**config.mk**
```make
export PLATFORM = sky130hd
export DESIGN_NAME = canonical_kmer_extractor
export DESIGN_NICKNAME = d
export VERILOG_FILES = /design/src/hw/rtl/ckx_pkg.sv /design/src/hw/rtl/ckx_cell.sv /design/src/hw/rtl/ckx_ctrl.sv /design/src/hw/rtl/ckx_out.sv /design/src/hw/rtl/canonical_kmer_extractor.sv
export SDC_FILE = /design/constraint.sdc
export NUM_CORES = 1
export LEC_CHECK = 0
export ABC_AREA = 1
export BUFFER_PORTS_ARGS = -buffer_cell sky130_fd_sc_hd__buf_2
export CAP_MARGIN = 20
export CORE_AREA = 4 4 141 143
export DETAILED_ROUTE_END_ITERATION = 16
export DIE_AREA = 0 0 145 147
export GPL_TIMING_DRIVEN = 0
export MAX_ROUTING_LAYER = met4
export PLACE_DENSITY_LB_ADDON = 0.12
export SKIP_LAST_GASP = 1
export SYNTH_ARGS = -nofsm -noshare
export SYNTH_HDL_FRONTEND = slang
export SYNTH_SLANG_ARGS = --single-unit
```
**constraint.sdc**
```tcl
create_clock -name clock -period 7.88 [get_ports clock]
set_input_delay 1.576 -clock clock [delete_from_list [all_inputs] [get_ports clock]]
set_output_delay 1.576 -clock clock [all_outputs]
set_load 0.01 [all_outputs]
```
**src/hw/rtl/ckx_pkg.sv**
```systemverilog
// ----------------------------------------------------------------------------
// ckx_pkg
// Shared constants and types for the canonical k-mer extractor.
// ----------------------------------------------------------------------------
package ckx_pkg;

   localparam int MAX_KMER_DEF = 31;
   localparam int KLEN_W       = 5;
   localparam int KLEN_RESET   = 31;
   localparam int BYTE_W       = 8;
   localparam int KMER_W       = 62;
   localparam int RSP_TDATA_W  = 64;

   localparam logic [BYTE_W-1:0] CHAR_LF = 8'h0A;
   localparam logic [BYTE_W-1:0] CHAR_GT = 8'h3E;
   localparam logic [BYTE_W-1:0] CHAR_A  = 8'h41;
   localparam logic [BYTE_W-1:0] CHAR_C  = 8'h43;
   localparam logic [BYTE_W-1:0] CHAR_G  = 8'h47;
   localparam logic [BYTE_W-1:0] CHAR_T  = 8'h54;

   localparam logic [1:0] BASE_A = 2'd0;
   localparam logic [1:0] BASE_C = 2'd1;
   localparam logic [1:0] BASE_G = 2'd2;
   localparam logic [1:0] BASE_T = 2'd3;

   // per-cycle command to every window cell
   typedef struct packed {
      logic       shift;
      logic       clear;
      logic [1:0] code;
   } ckx_ctl_type;

   typedef struct packed {
      logic       is_base;
      logic [1:0] code;
   } ckx_base_type;

   function automatic ckx_base_type decode_base(input logic [BYTE_W-1:0] b);
      ckx_base_type r;
      r.is_base = 1'b1;
      case (b)
         CHAR_A:  r.code = BASE_A;
         CHAR_C:  r.code = BASE_C;
         CHAR_G:  r.code = BASE_G;
         CHAR_T:  r.code = BASE_T;
         default: begin
            r.is_base = 1'b0;
            r.code    = BASE_A;
         end
      endcase
      return r;
   endfunction

endpackage

```
**src/hw/rtl/ckx_cell.sv**
```systemverilog
// ----------------------------------------------------------------------------
// ckx_cell
// One base position of the forward and reverse-complement windows.
// ----------------------------------------------------------------------------
module ckx_cell (
   input  logic                clock,
   input  logic                reset,
   input  ckx_pkg::ckx_ctl_type ctl,
   input  logic                active,
   input  logic                head,
   input  logic [1:0]          fwd_src,
   input  logic [1:0]          rev_src,
   output logic [1:0]          fwd_base,
   output logic [1:0]          rev_base
);
   import ckx_pkg::*;

   logic [1:0] fwd_ff, fwd_in;
   logic [1:0] rev_ff, rev_in;

   always_comb begin
      fwd_in = fwd_ff;
      rev_in = rev_ff;
      if (ctl.clear) begin
         fwd_in = 2'b00;
         rev_in = 2'b00;
      end else if (ctl.shift) begin
         fwd_in = active ? fwd_src : 2'b00;
         if (!active)
            rev_in = 2'b00;
         else if (head)
            rev_in = ~ctl.code;
         else
            rev_in = rev_src;
      end
   end

   always_ff @(posedge clock) begin
      if (reset) begin
         fwd_ff <= 2'b00;
         rev_ff <= 2'b00;
      end else begin
         fwd_ff <= fwd_in;
         rev_ff <= rev_in;
      end
   end

   assign fwd_base = fwd_ff;
   assign rev_base = rev_ff;

endmodule

```
**src/hw/rtl/ckx_ctrl.sv**
```systemverilog
// ----------------------------------------------------------------------------
// ckx_ctrl
// Line parser, k-mer length register and bases-held counter.
// ----------------------------------------------------------------------------
module ckx_ctrl #(
   parameter int MAX_KMER = ckx_pkg::MAX_KMER_DEF,
   parameter int K_W      = $clog2(MAX_KMER + 1)
) (
   input  logic                       clock,
   input  logic                       reset,
   input  logic                       req_acc,
   input  logic [ckx_pkg::BYTE_W-1:0] req_byte,
   input  logic                       csr_wr_en,
   input  logic [ckx_pkg::KLEN_W-1:0] csr_wr_data,
   output ckx_pkg::ckx_ctl_type       ctl,
   output logic                       emit,
   output logic [K_W-1:0]             k_eff
);
   import ckx_pkg::*;

   localparam int K_RST = (KLEN_RESET > MAX_KMER) ? MAX_KMER : KLEN_RESET;

   logic [K_W-1:0] k_ff, k_in;
   logic [K_W-1:0] held_ff, held_in;
   logic           start_ff, start_in;
   logic           hdr_ff, hdr_in;
   ckx_base_type   base;

   assign base = decode_base(req_byte);

   always_comb begin
      k_in = k_ff;
      if (csr_wr_en) begin
         if (csr_wr_data == '0)
            k_in = K_W'(1);
         else if (int'(csr_wr_data) > MAX_KMER)
            k_in = K_W'(MAX_KMER);
         else
            k_in = K_W'(csr_wr_data);
      end
   end

   always_comb begin
      start_in  = start_ff;
      hdr_in    = hdr_ff;
      ctl.shift = 1'b0;
      ctl.clear = csr_wr_en;
      ctl.code  = base.code;
      if (req_acc) begin
         if (req_byte == CHAR_LF) begin
            start_in  = 1'b1;
            hdr_in    = 1'b0;
            ctl.clear = 1'b1;
         end else if (!hdr_ff) begin
            start_in = 1'b0;
            if (start_ff && req_byte == CHAR_GT)
               hdr_in = 1'b1;
            else if (base.is_base)
               ctl.shift = 1'b1;
            else
               ctl.clear = 1'b1;
         end
      end
   end

   always_comb begin
      held_in = held_ff;
      if (ctl.clear)
         held_in = '0;
      else if (ctl.shift && held_ff < k_ff)
         held_in = held_ff + K_W'(1);
   end

   assign emit  = ctl.shift && !ctl.clear && (held_in == k_ff);
   assign k_eff = k_ff;

   always_ff @(posedge clock) begin
      if (reset) begin
         k_ff     <= K_W'(K_RST);
         held_ff  <= '0;
         start_ff <= 1'b1;
         hdr_ff   <= 1'b0;
      end else begin
         k_ff     <= k_in;
         held_ff  <= held_in;
         start_ff <= start_in;
         hdr_ff   <= hdr_in;
      end
   end

endmodule

```
**src/hw/rtl/ckx_out.sv**
```systemverilog
// ----------------------------------------------------------------------------
// ckx_out
// Strand compare and output register for the result channel.
// ----------------------------------------------------------------------------
module ckx_out #(
   parameter int WIN_W = 2 * ckx_pkg::MAX_KMER_DEF
) (
   input  logic                            clock,
   input  logic                            reset,
   input  logic                            emit,
   input  logic [WIN_W-1:0]                fwd_win,
   input  logic [WIN_W-1:0]                rev_win,
   output logic                            win_free,
   output logic                            rsp_tvalid,
   input  logic                            rsp_tready,
   output logic [ckx_pkg::RSP_TDATA_W-1:0] rsp_tdata,
   output logic [0:0]                      rsp_tuser
);
   import ckx_pkg::*;

   logic             pend_ff, pend_in;
   logic             vld_ff, vld_in;
   logic [KMER_W-1:0] kmer_ff, kmer_in;
   logic             rev_ff, rev_in;
   logic             load;
   logic             rev_lt;
   logic [63:0]      fwd_ext, rev_ext;

   // pending result sits in the window registers until the output slot frees
   assign load     = pend_ff && (!vld_ff || rsp_tready);
   assign win_free = !pend_ff || load;
   assign rev_lt   = rev_win < fwd_win;
   assign fwd_ext  = 64'(fwd_win);
   assign rev_ext  = 64'(rev_win);

   always_comb begin
      pend_in = win_free ? emit : pend_ff;
      vld_in  = vld_ff;
      kmer_in = kmer_ff;
      rev_in  = rev_ff;
      if (load) begin
         vld_in  = 1'b1;
         kmer_in = rev_lt ? rev_ext[KMER_W-1:0] : fwd_ext[KMER_W-1:0];
         rev_in  = rev_lt;
      end else if (rsp_tready) begin
         vld_in = 1'b0;
      end
   end

   always_ff @(posedge clock) begin
      if (reset) begin
         pend_ff <= 1'b0;
         vld_ff  <= 1'b0;
      end else begin
         pend_ff <= pend_in;
         vld_ff  <= vld_in;
      end
   end

   always_ff @(posedge clock) begin
      kmer_ff <= kmer_in;
      rev_ff  <= rev_in;
   end

   assign rsp_tvalid = vld_ff;
   assign rsp_tdata  = RSP_TDATA_W'(kmer_ff);
   assign rsp_tuser  = rev_ff;

endmodule

```
**src/hw/rtl/canonical_kmer_extractor.sv**
```systemverilog
// ----------------------------------------------------------------------------
// canonical_kmer_extractor
// Canonical k-mer extraction from FASTA text, one byte per transfer.
// ----------------------------------------------------------------------------
// Takes one text byte per clock with no gaps of its own. Each base moves a row
// of MAX_KMER window cells by one position in the cycle of the transfer; the
// strand compare reads the window cells and its result is registered in the
// output register once that is free, so a k-mer passes from the window cells
// to the output register before it shows on rsp_. A stalled rsp_ holds one
// result in the output register and one in the window cells before req_tready drops.
// Writing csr_ empties the window; header and line tracking are kept.
module canonical_kmer_extractor #(
   parameter int MAX_KMER = ckx_pkg::MAX_KMER_DEF
) (
   input  logic                            clock,
   input  logic                            reset,
   // req_tdata: [7:0] text_byte
   input  logic                            req_tvalid,
   output logic                            req_tready,
   input  logic [ckx_pkg::BYTE_W-1:0]      req_tdata,
   // rsp_tdata: [61:0] canonical_kmer, upper bits zero
   output logic                            rsp_tvalid,
   input  logic                            rsp_tready,
   output logic [ckx_pkg::RSP_TDATA_W-1:0] rsp_tdata,
   // rsp_tuser: [0] from_reverse_strand
   output logic [0:0]                      rsp_tuser,
   input  logic                            csr_wr_en,
   input  logic [ckx_pkg::KLEN_W-1:0]      csr_wr_data
);
   import ckx_pkg::*;

   localparam int WIN_W = 2 * MAX_KMER;
   localparam int K_W   = $clog2(MAX_KMER + 1);

   ckx_ctl_type    ctl;
   logic           emit;
   logic           req_acc;
   logic           win_free;
   logic [K_W-1:0] k_eff;
   logic [1:0]     fwd_base [MAX_KMER];
   logic [1:0]     rev_base [MAX_KMER];
   logic [WIN_W-1:0] fwd_win, rev_win;

   assign req_tready = win_free;
   assign req_acc    = req_tvalid && req_tready;

   ckx_ctrl #(
      .MAX_KMER (MAX_KMER),
      .K_W      (K_W)
   ) u_ctrl (
      .clock       (clock),
      .reset       (reset),
      .req_acc     (req_acc),
      .req_byte    (req_tdata),
      .csr_wr_en   (csr_wr_en),
      .csr_wr_data (csr_wr_data),
      .ctl         (ctl),
      .emit        (emit),
      .k_eff       (k_eff)
   );

   for (genvar i = 0; i < MAX_KMER; i++) begin : g_cell
      logic [1:0] fwd_src, rev_src;
      logic       active, head;

      if (i == 0) begin : g_first
         assign fwd_src = ctl.code;
      end else begin : g_mid
         assign fwd_src = fwd_base[i-1];
      end
      if (i == MAX_KMER - 1) begin : g_last
         assign rev_src = 2'b00;
      end else begin : g_tail
         assign rev_src = rev_base[i+1];
      end

      assign active = K_W'(i) < k_eff;
      assign head   = K_W'(i + 1) == k_eff;

      ckx_cell u_cell (
         .clock    (clock),
         .reset    (reset),
         .ctl      (ctl),
         .active   (active),
         .head     (head),
         .fwd_src  (fwd_src),
         .rev_src  (rev_src),
         .fwd_base (fwd_base[i]),
         .rev_base (rev_base[i])
      );

      assign fwd_win[2*i+1:2*i] = fwd_base[i];
      assign rev_win[2*i+1:2*i] = rev_base[i];
   end

   ckx_out #(
      .WIN_W (WIN_W)
   ) u_out (
      .clock      (clock),
      .reset      (reset),
      .emit       (emit),
      .fwd_win    (fwd_win),
      .rev_win    (rev_win),
      .win_free   (win_free),
      .rsp_tvalid (rsp_tvalid),
      .rsp_tready (rsp_tready),
      .rsp_tdata  (rsp_tdata),
      .rsp_tuser  (rsp_tuser)
   );

endmodule

```
### After elaboration in Yosys (flattened, before gate mapping)

Index checks and enable logic that the tools add are counted.

* bits in registers: 201
* input port bits: 18
* output and inout port bits: 67

* add/sub/neg operators: 1
* order comparisons: 33
* equal/unequal tests: 39
* muxes and demuxes: 113
* bitwise logic cells: 1
* reductions and logical operators: 16

Operators by type and width (number)
* $mux 2: 96
* $eq 5x5->1 const A: 16
* $lt 5x5->1 const A: 15
* $lt 62x62->1: 1
* $mux 62: 1
* $eq 4x5->1 const A: 8
* $lt 4x5->1 const A: 8
* $eq 8x7->1 const B: 4
* $eq 3x5->1 const A: 4
* $lt 3x5->1 const A: 4
* $mux 5: 3
* $mux 1: 12
* $eq 2x5->1 const A: 2
* $lt 1x5->1 const A: 2
* $lt 2x5->1 const A: 2
* $eq 8x4->1 const B: 1
* $eq 8x6->1 const B: 1
* $logic_and 1x1->1: 6
* $pmux 2 s3: 1
* $add 5x1->5 const B: 1
* $eq 1x5->1 const A: 1
* $eq 5x5->1: 1
* $logic_not 5->1: 1
* $lt 5x5->1: 1
* other kinds (8): 11

### Longest topological paths before layout

* word-level depth: 13
* gate-level depth with buffers: 17
* mapped depth without buffers: 16

### Modules after synthesis

Synthesis repeated with hierarchy kept, for this count alone.

* cells, all modules: 1660
* area, all modules: 12398.1 µm²

By module, submodules not included
* ckx_cell: instances 31, cells each 27, area each 193.9 µm²
* ckx_out: instances 1, cells each 560, area each 4875.9 µm²
* ckx_ctrl: instances 1, cells each 153, area each 1012.2 µm²
* canonical_kmer_extractor: instances 1, cells each 110, area each 498.0 µm²

### Worst setup path before layout

No wires, ideal clock.

* path kind: input to register
* start point: in rsp_tready
* end point: reg u_out.kmer_ff[0], enable pin
* setup time: 0.505 ns
* arrival: 4.653 ns
* path slack: 2.723 ns
* stages: 2
* path buffers: 0
* cells stage by stage: inv_2 a21oi_1

* cells in the longest elaborated chain, start to end: 2

RTL lines
* start: declaration: line canonical_kmer_extractor.sv:23 `input logic rsp_tready,`
* $logic_or 1x1->1: line ckx_out.sv:30 `assign load = pend_ff && (!vld_ff || rsp_tready);`
* $logic_and 1x1->1: line ckx_out.sv:30
* net u_out.load: line ckx_out.sv:25 `logic load;`
* end signal: assignment: line ckx_out.sv:61 `kmer_ff <= kmer_in;`
* end: declaration: line ckx_out.sv:23 `logic [KMER_W-1:0] kmer_ff, kmer_in;`

The timed path passes the listed nets, and every way through them passes these cells.
A chain may end at the register's enable or synchronous reset.

### Worst setup path after layout

* start point: reg g_cell[24].u_cell.fwd_ff[1]
* end point: reg u_out.kmer_ff[4], data pin

* cells in the longest elaborated chain, start to end: 2

RTL lines
* start: declaration: line ckx_cell.sv:18 `logic [1:0] fwd_ff, fwd_in;`
* start signal: assignment: line ckx_cell.sv:43 `fwd_ff <= fwd_in;`
* $lt 62x62->1: line ckx_out.sv:32 `assign rev_lt = rev_win < fwd_win;`
* $mux 62: line ckx_out.sv:43 `kmer_in = rev_lt ? rev_ext[KMER_W-1:0] : fwd_ext[KMER_W-1:0];`

Every way passes these cells.

==> impl_results.md <==
* Result of the run: complete, no violations
* Most numerous cell in the Yosys netlist: sky130_fd_sc_hd__nand2_1
* Met2 usage in global routing at 51.03%
* Weighted congestion reported at the end of routability-driven placement at 1.052
* Fraction of layout instances using a drive strength above 1 at 17.25%
* CTS root buf: sky130_fd_sc_hd__clkbuf_16
* P_leak at 0.005225 uW
* Top post-synthesis cells by count: 317 x sky130_fd_sc_hd__nand2_1, 155 x sky130_fd_sc_hd__a21oi_1, 138 x sky130_fd_sc_hd__dfxtp_1, 119 x sky130_fd_sc_hd__inv_1, 97 x sky130_fd_sc_hd__nand3_1
* Pwr/cell area at 185.3 nW/um^2
* Final number of setup-violating endpoints at 0
* Number of warnings printed during yosys synthesis at 0
* Number of violations reported at the end of detailed-routing iteration 0 at 1313
* Router iterations before antenna repair at 6
* Met1 track utilization from global routing at 44.43%
* Pre-CTS worst setup slack at 4.263 ns
* Post-CTS Repair Setup Buffers at 0
* Ordered list of cells on the worst path: inv_1, ha_1, nand2_1, nor2_1, a211oi_1, nor2_1, o211ai_1, nand3_1, nor2_2, nand2_2, buf_2, nand2_1, nand2_1
* Y dimension of the die at 147 microns
* Register area share after synthesis at 42.52%
* Setup repair after global routing missed its margin: no
* Clock tree from TritonCTS: yes
* Post-detailed-placement cell area at 11710 sq um
* Total track usage at 33.86%
* Final HPWL from detailed placement at 25880 microns
* Slew HR at 32.52%
* Global-route wire length before repair at 55360 microns
* Antenna violation net count after detailed routing at 0
* Worst IR Drop VDD at 135.5 uV
* Die width at 145 microns
* Post-route worst setup slack at 4.214 ns
* Biggest fanout along the worst timing path at 10
* Part of the cycle the worst path needs at 46.52%
* Number of sinks handled by clock tree synthesis at 201
* Slew at the pin closest to its max-slew limit at 1.002 ns
* DR vias/cell at 6.159
* Area growth from synthesis to final layout at 13.91%
* Cts hold-fix bufs at 0
* WL/cell at 21.23 microns
* Post-route worst hold slack at 0.4772 ns
* CP bufs+invs at 2
* Clock slew at the register clock pins of the worst setup and hold paths at 0.06 ns
* Timing-limited maximum frequency at 0.2728 GHz
* Largest cells by area after synthesis: sky130_fd_sc_hd__dfxtp_1 25%, sky130_fd_sc_hd__edfxtp_1 17%, sky130_fd_sc_hd__nand2_1 11%, sky130_fd_sc_hd__ha_1 7.5%, sky130_fd_sc_hd__a21oi_1 7.1%
* DRT Wirelength at 36110 microns
* Number of levels in the clock H-tree at 1
* Count of unique library cells instantiated by Yosys at 39
* Final std cell area, no fill at 12470 sq um
* Row cnt at 50
* Net total in the final layout at 1535
* Startpoint kind of the worst setup timing path: register
* Core region area at 18580 sq um
* Vias after detailed routing at 10480
* Crit path kind: register to register
* Overall die area at 21320 sq um
* Number of standard cells after synthesis at 1342
* Count of flip-flops with a built-in enable after synthesis at 63
* Number of global-route vias before repair at 9702
* Worst Clk Skew at 0.01098 ns
* Maximum number of pins on one net before global-route repair at 32
* I/O pin count at 85
* Cell type with the largest total area after synthesis: sky130_fd_sc_hd__dfxtp_1
* Initial Utilization at 58.92%
* # fillers at 1571
* Number of synthesized register bits at 201
* Final-report hold violation count at 0
* Post-synth top area share at 25.24%
* Data arrival time of the critical path at 3.92 ns
* Number of antenna violations at the first check in global routing at 0
* Total negative slack at 0 ns
* Worst path slowest cell: sky130_fd_sc_hd__nor2_2
* Average cell area after synthesis at 8.157 sq um
* TritonCTS Buffers at 23
* Clk Latency, worst-skew pair at 0.51 ns
* GRT Max-Usage Layer: met2
* Final number of max-transition violations at 0
* Share of flip-flops with an asynchronous set or reset after synthesis at 0%
* Kind of cell with the highest combined delay on the critical path: simple AND/OR/NAND/NOR gates
* Number of diodes added for antenna fixing at 0
* Area of the mapped netlist at 10950 sq um
* Count of max-cap constraint violations at 0
* Worst setup EP type: register
* Class of the tightest hold or removal check: register to register
* Maximum single-stage delay on the critical path at 0.64 ns
* Sum of internal, switching and leakage power at 2311 uW
* Required time of the critical path at 8.14 ns
* Predominant post-synthesis flop cell: sky130_fd_sc_hd__dfxtp_1
* Remaining global-route overflow at 0
* Count of input and output buffers at 81
* Number of gates resized after cts at 0
* Final critical path time including I/O delays and setup at 3.666 ns
* Maximum count of clock buffers along a single path at 3
* Detailed-route DRC error count at 0
* Met3 track demand over resource at 6.354%
* Cell with the most instances on the worst path: sky130_fd_sc_hd__nand2_1
cells in the final DEF (no fill, tap or decap), drive strengths merged, types with 2 or more instances in the layout:
master,synthesis,routed
o2111ai,33,33
ha,66,66
a21oi,155,155
o21ai,40,40
nand3,98,98
edfxtp,63,63
nor3,7,7
o221ai,3,3
conb,1,2
o211ai,7,7
bufinv,0,4
a211oi,63,63
clkbuf,19,50
o21a,2,2
a31oi,14,14
clkinv,1,7
inv,128,128
xnor2,2,2
nand2,324,324
dfxtp,138,138
nand4,16,16
buf,57,140
nor2,98,98
nor4,2,2
report_power, final:
group | switching [uW] | internal, uW
Clock | 423 | 676
Combinational | 115 | 32.1
Sequential | 1.80 | 1060
Total | 539 | 1770
worst reg2reg max path, stage by stage (launching register included):
cell,delay [ns]
sky130_fd_sc_hd__dfxtp_1,0.43
sky130_fd_sc_hd__inv_1,0.10
sky130_fd_sc_hd__ha_1,0.31
sky130_fd_sc_hd__nand2_1,0.09
sky130_fd_sc_hd__nor2_1,0.05
sky130_fd_sc_hd__a211oi_1,0.35
sky130_fd_sc_hd__nor2_1,0.09
sky130_fd_sc_hd__o211ai_1,0.21
sky130_fd_sc_hd__nand3_1,0.13
sky130_fd_sc_hd__nor2_2,0.64
sky130_fd_sc_hd__nand2_2,0.43
sky130_fd_sc_hd__buf_2,0.37
sky130_fd_sc_hd__nand2_1,0.13
sky130_fd_sc_hd__nand2_1,0.07
through the flow:
step / std cells / utilization [%]
after global placement: 1658 / 62.69
after global routing: 1701 / 67.11
final: 1701 / 67.11
after floorplan: 1343 / -
after detailed placement: 1660 / 63.01
after CTS: 1701 / 67.11
cell families after synthesis:
| logic type | after synthesis | share of synthesized area (%) |
|---|---|---|
| other | 1 | 0.03426 |
| XOR/XNOR | 3 | 0.2401 |
| AND/OR/NAND/NOR | 545 | 21.08 |
| AO/OA/AOI/OAI | 321 | 20.17 |
| buffers and inverters | 205 | 8.412 |
| flip-flops | 201 | 42.52 |
| adder cells (fa/ha/maj) | 66 | 7.544 |
cell type report:
class                           count  area [sq um]  area share (%)
Clock inverter                     10         146.4           1.174
Sequential cell                   201          4654           37.33
Tap cell                          234         292.8           2.348
Clock buffer                       31         615.6           4.937
Buffer                             76         436.7           3.502
Timing Repair Buffer               83         452.9           3.632
Inverter                          129         484.2           3.883
Multi-Input combinational cell    937          5386           43.20
routing by layer:
layer / wire length (microns) / vias up
li1: - / 4853
met1: 14750 / 4901
met2: 15770 / 594
met3: 3747 / 129
met4: 1846 / 0
met5: 0 / -
worst paths after layout:
| check | startpoint | endpoint | slack (ns) | cells after the start |
|---|---|---|---|---|
| max | g_cell[24].u_cell.fwd_base[1] | u_out.kmer_ff[4] | 4.21 | 13 |
| min reg2reg | u_ctrl.start_ff | u_ctrl.start_ff | 0.48 | 2 |
| min | u_ctrl.start_ff | u_ctrl.start_ff | 0.48 | 2 |
| max reg2reg | g_cell[24].u_cell.fwd_base[1] | u_out.kmer_ff[4] | 4.21 | 13 |
state kept, by name (all words and copies together), names as in the netlist:
| register | cells |
|---|---|
| g_cell.u_cell.fwd_base | 62 |
| u_out.kmer_ff | 62 |
| u_out.rsp_tuser | 1 |
| u_out.rsp_tvalid | 1 |
| u_ctrl.start_ff | 1 |
| u_ctrl.held_ff | 5 |
| g_cell.u_cell.rev_base | 62 |
| u_ctrl.hdr_ff | 1 |
| u_out.pend_ff | 1 |
| u_ctrl.k_eff | 5 |
Note: power is estimated with default switching activity, not from simulation.
